--- src/rtl/pcur_pkg.sv ---
// ----------------------------------------------------------------------------
// pcur_pkg
// Shared types and constants for the pixel channel unpack and remap block.
// ----------------------------------------------------------------------------
package pcur_pkg;

	// payload widths
	localparam int WORD_W     = 64;
	localparam int CHAN_W     = 16;
	localparam int BYTE_W     = 8;
	localparam int SEL_W      = 2;
	localparam int SLOT_W     = 8;
	localparam int CTL_W      = 14;
	localparam int MASK_W     = 8;
	localparam int SHIFT_W    = 6;
	localparam int SHIFT_LSB  = 8;
	localparam int NUM_LANES  = 4;
	localparam int MODE_W     = 2;

	// configuration port
	localparam int CFG_IDX_W  = 3;
	localparam int CFG_DATA_W = 14;

	// item kinds
	localparam logic ACT_WRITE  = 1'b0;
	localparam logic ACT_UNPACK = 1'b1;

	// channel layout; the unlisted code behaves as four channels
	typedef enum logic [MODE_W-1:0] {
		MODE_ONE  = 2'd0,
		MODE_TWO  = 2'd1,
		MODE_FOUR = 2'd2
	} chan_mode_t;

	// register indexes
	typedef enum logic [CFG_IDX_W-1:0] {
		REG_CHANNEL_MODE = 3'd0,
		REG_DEEP_COLOR   = 3'd1,
		REG_FIELD_CTL_0  = 3'd2,
		REG_FIELD_CTL_1  = 3'd3,
		REG_FIELD_CTL_2  = 3'd4,
		REG_FIELD_CTL_3  = 3'd5
	} cfg_reg_t;

	// output formatting controls handed to the merge stage
	typedef struct packed {
		chan_mode_t mode;
		logic       deep;
	} view_cfg_t;

	// is output lane k populated in this layout
	function automatic logic lane_active(chan_mode_t mode, int k);
		logic act;
		unique case (mode)
			MODE_ONE: act = (k == 0);
			MODE_TWO: act = (k < 2);
			default:  act = 1'b1;
		endcase
		return act;
	endfunction

endpackage

--- src/rtl/pcur_out_if.sv ---
// ----------------------------------------------------------------------------
// pcur_out_if
// Result item channel: four unpacked channel values, valid/ready handshake.
// ----------------------------------------------------------------------------
interface pcur_out_if;
	logic                          valid;
	logic                          ready;
	logic [pcur_pkg::CHAN_W-1:0]   chan_out_0;
	logic [pcur_pkg::CHAN_W-1:0]   chan_out_1;
	logic [pcur_pkg::CHAN_W-1:0]   chan_out_2;
	logic [pcur_pkg::CHAN_W-1:0]   chan_out_3;

	modport source (output valid, chan_out_0, chan_out_1, chan_out_2, chan_out_3,
		input ready);
	modport sink (input valid, chan_out_0, chan_out_1, chan_out_2, chan_out_3,
		output ready);
endinterface

--- src/rtl/pcur_merge.sv ---
// ----------------------------------------------------------------------------
// pcur_merge
// Combines the lane lookups into one result item and holds it in the
// output register until the sink takes it.
// ----------------------------------------------------------------------------
module pcur_merge (
	input  logic                                                clk,
	input  logic                                                arst_n,
	input  logic                                                in_valid,
	input  logic [pcur_pkg::NUM_LANES-1:0][pcur_pkg::CHAN_W-1:0] lane_data,
	input  pcur_pkg::view_cfg_t                                 view_cfg,
	output logic                                                advance,
	pcur_out_if.source                                          pix_out
);

	logic                                                 valid_q;
	logic [pcur_pkg::NUM_LANES-1:0][pcur_pkg::CHAN_W-1:0] merged;
	logic [pcur_pkg::NUM_LANES-1:0][pcur_pkg::CHAN_W-1:0] chan_q;

	// output register is free when empty or being drained
	assign advance = !valid_q || pix_out.ready;

	// layout zeroing and 8-bit narrowing per lane
	always_comb begin
		for (int k = 0; k < pcur_pkg::NUM_LANES; k++) begin
			if (!pcur_pkg::lane_active(view_cfg.mode, k)) begin
				merged[k] = '0;
			end else if (view_cfg.deep) begin
				merged[k] = lane_data[k];
			end else begin
				merged[k] = pcur_pkg::CHAN_W'(lane_data[k][pcur_pkg::BYTE_W-1:0]);
			end
		end
	end

	always_ff @(posedge clk or negedge arst_n) begin
		if (!arst_n) begin
			valid_q <= 1'b0;
		end else if (advance) begin
			valid_q <= in_valid;
		end
	end

	always_ff @(posedge clk) begin
		if (advance && in_valid) begin
			chan_q <= merged;
		end
	end

	assign pix_out.valid      = valid_q;
	assign pix_out.chan_out_0 = chan_q[0];
	assign pix_out.chan_out_1 = chan_q[1];
	assign pix_out.chan_out_2 = chan_q[2];
	assign pix_out.chan_out_3 = chan_q[3];

endmodule

--- src/flat_wrapper.sv ---
// flat-port wrapper written by rule: the top's interface ports become plain ports
module pcur_merge_flat 
  (clk, arst_n, in_valid, lane_data, view_cfg, advance, pix_out_valid, pix_out_chan_out_0, pix_out_chan_out_1, pix_out_chan_out_2, pix_out_chan_out_3, pix_out_ready);
  pcur_out_if pix_out_i ();
  input  logic clk;
  input  logic arst_n;
  input  logic in_valid;
  input  logic [pcur_pkg::NUM_LANES-1:0][pcur_pkg::CHAN_W-1:0] lane_data;
  input  pcur_pkg::view_cfg_t view_cfg;
  output logic advance;
  output wire logic [$bits(pix_out_i.valid)-1:0] pix_out_valid;
  output wire logic [$bits(pix_out_i.chan_out_0)-1:0] pix_out_chan_out_0;
  output wire logic [$bits(pix_out_i.chan_out_1)-1:0] pix_out_chan_out_1;
  output wire logic [$bits(pix_out_i.chan_out_2)-1:0] pix_out_chan_out_2;
  output wire logic [$bits(pix_out_i.chan_out_3)-1:0] pix_out_chan_out_3;
  input wire logic [$bits(pix_out_i.ready)-1:0] pix_out_ready;
  assign pix_out_valid = pix_out_i.valid;
  assign pix_out_chan_out_0 = pix_out_i.chan_out_0;
  assign pix_out_chan_out_1 = pix_out_i.chan_out_1;
  assign pix_out_chan_out_2 = pix_out_i.chan_out_2;
  assign pix_out_chan_out_3 = pix_out_i.chan_out_3;
  assign pix_out_i.ready = pix_out_ready;
  pcur_merge u_core (.clk(clk), .arst_n(arst_n), .in_valid(in_valid), .lane_data(lane_data), .view_cfg(view_cfg), .advance(advance), .pix_out(pix_out_i));
endmodule
--- config.mk ---
export PLATFORM = sky130hd
export DESIGN_NAME = pcur_merge_flat
export DESIGN_NICKNAME = d
export VERILOG_FILES = /design/src/rtl/pcur_pkg.sv /design/src/rtl/pcur_out_if.sv /design/src/rtl/pcur_merge.sv /design/src/flat_wrapper.sv
export SDC_FILE = /design/constraint.sdc
export NUM_CORES = 1
export LEC_CHECK = 0
export BUFFER_PORTS_ARGS = -buffer_cell sky130_fd_sc_hd__buf_2
export CAP_MARGIN = 40
export CORE_UTILIZATION = 35
export CTS_CLUSTER_SIZE = 28
export DETAILED_ROUTE_END_ITERATION = 12
export GPL_ROUTABILITY_DRIVEN = 0
export HOLD_SLACK_MARGIN = 0.15
export PLACE_DENSITY_LB_ADDON = 0.08
export SYNTH_ARGS = -nofsm -noshare
export SYNTH_HDL_FRONTEND = slang
export SYNTH_SLANG_ARGS = --single-unit
export TNS_END_PERCENT = 100
--- constraint.sdc ---
create_clock -name clk -period 2.8 [get_ports clk]
set_input_delay 0.56 -clock clk [delete_from_list [all_inputs] [get_ports clk]]
set_output_delay 0.56 -clock clk [all_outputs]
set_load 0.005 [all_outputs]
==> impl_results.md <==
* Number of routed nets with antenna violations at 0
* Synth Register Bits at 65
* Outcome: finished, violations left
* Final period utilization at 53.4%
* Cts bufs inserted at 9
* Largest net degree at the start of global routing at 65
* Post_cts resized at 0
* Fillers at 573
* Die area at 0.00713 sq mm
* Share of cells above drive strength 1 at 59.9%
* Cell Pwr Density at 595 mW/mm^2
* Number of distinct library cells after synthesis at 10
* Routed Wire Length at 4.84 mm
* H-Tree Depth at 3
* Clk_lat worst skew at 320 ps
* Cells after Synth at 132
* Max-slew violations at 0
* First-pass GRT wire length at 7.20 mm
* Rows at 29
* Final instance area at 0.00331 sq mm
* Clk slew on worst S/H paths at 70 ps
* Vias at 1564
* Failing checks: DRC
* Rel. slew slack at 71.0%
* Final setup TNS at 0 ps
* GRT Util Overall at 13.6%
* Drt initial violations at 69
* Total setup buffers inserted after CTS at 0
* Syn Std Cell Area at 0.00238 sq mm
* Grt total ovfl at 0
* CP startpoint kind: input port
* Worst Max-Slew Pin Slew at 435 ps
* Drt wl/cell at 13.6 um
* Most common cell after layout, fill and taps aside: buf_2
* N_diodes at 0
* Syn-to-layout area delta at 39.1%
* Max IR drop VDD at 0.000266 V
* Hold Slack at 414 ps
* CP max FO at 3
* Max-Cap Viols at 0
* Initial Util at 36.8%
* Core area at 0.00646 sq mm
* Via density at 4.39
* Chip Width at 84.4 um
* Pre-Repair DR Iteration Count at 9
* Tot Pwr at 1.97 mW
* Worst Skew at 4.90 ps
* Final core utilization at 51.2%
* CTS Root Cell: clkbuf_8
* CTS tree: done
* Synth area leaders: edfxtp_1 (81%), and2_1 (6.8%), and3_1 (4.2%), and3_2 (2.5%), and2_2 (2.2%)
* Initial antenna violation count at 0
* Chip height at 84.4 um
* IO Count at 137
* Number of port buffers at 136
* Warnings, synthesis at 0
* Required time of the critical path at 2240 ps
* Worst Hold Class: in -> reg
* Seq/Total Area, Yosys at 81.9%
* Placed cell areas at 0.00314 sq mm
* CP endpoint kind: primary output
* Mapped Nets at 203
* Synth top area share at 80.8%
* Final setup violation count at 0
* Critical path type: in -> out
* Final min period at 1500 ps
* Most frequent cells in the layout: buf_2 (136), edfxtp_1 (64), and2_1 (25)
* DRC at 11
* Hold Fails Final Rpt at 0
* Leakage power at 1.51 nW
* CTS Buffer Depth at 2
* RSZ-0062 raised after global routing: false
* Vias in the first global route at 1518
* Syn avg cell area at 18.0 sq um
* Fmax at 0.668 GHz
* # clock sinks at 65
* Layout net count at 345
* Post-synth top area cell: edfxtp_1
* WP data arrival at 940 ps
==> synth_stat cells <==
cell type and number:
and3_2 8, dfrtp_1 1, buf_6 1, or2_4 1, and3_1 16, clkbuf_1 6, edfxtp_1 64, and2_2 7
nand2b_1 2, and2_1 26
==> where the power goes <==
group | total [mW] | switching, mW | internal (mW)
logic | 0.179 | 0.0829 | 0.0957
clock network | 0.640 | 0.324 | 0.316
registers | 1.15 | 0.0127 | 1.14
total | 1.97 | 0.419 | 1.55
==> state kept, by name, indices dropped and copies added (netlist names) <==
register,flops
u_core.pix_out.chan_out_0,16
u_core.pix_out.chan_out_1,16
u_core.pix_out.chan_out_2,16
u_core.pix_out.chan_out_3,16
u_core.pix_out.valid,1
==> through the flow <==
step / setup WS [ps] / std cells
2_1_floorplan: 138 / 132
4_1_cts: 1300 / 356
3_5_place_dp: 1140 / 339
3_3_place_gp: 1150 / 339
6_report: 1300 / 356
5_1_grt: 1260 / 356
==> final cells by class <==
cell class	instances	area, sq um	area share, %
sequential	65	1950	58.9
timing repair buffer	138	711	21.5
multi-input combinational	60	398	12.0
clock buffer	12	135	4.09
tap	77	96.3	2.91
clock inverter	4	20.0	0.605
==> cell families after synthesis <==
family	count (synthesis)	synth area share, %
flops	65	81.9
simple gates	60	16.7
buf+inv	7	1.42
==> worst max-delay path: stages <==
cell and delay, ps:
buf_2 90, nand2b_1 150, buf_2 130
==> worst paths after layout <==
path / slack [ps] / cells after the start / start / end
min in group asynchronous: 530 / 2 / arst_n / u_core.pix_out.valid$_DFFE_PN0P_
max in group asynchronous: 2190 / 2 / arst_n / u_core.pix_out.valid$_DFFE_PN0P_
setup reg to reg: 1490 / 3 / u_core.pix_out.valid$_DFFE_PN0P_ / u_core.pix_out.chan_out_0[3]$_DFFE_PP_
hold / removal: 410 / 1 / lane_data[7] / u_core.pix_out.chan_out_0[7]$_DFFE_PP_
hold reg to reg: 540 / 2 / u_core.pix_out.valid$_DFFE_PN0P_ / u_core.pix_out.valid$_DFFE_PN0P_
setup / recovery: 1300 / 3 / pix_out_ready / advance
==> layer usage <==
layer  part of all wire [%]  global-route usage, %  up-vias
met5                      0                      0        -
met4                    1.3                   6.47        0
met3                     11                   5.11        7
met2                     45                   20.5       86
met1                     42                   17.5      703
li1                       -                      -      768
==> what timing repair did <==
| action | CTS | global route |
|---|---|---|
| endpoints found under the setup margin | 0 | 0 |
| hold buffers | 1 | 0 |
| endpoints found under the hold margin | 1 | 0 |
Note: power is estimated with default switching activity, not from simulation.
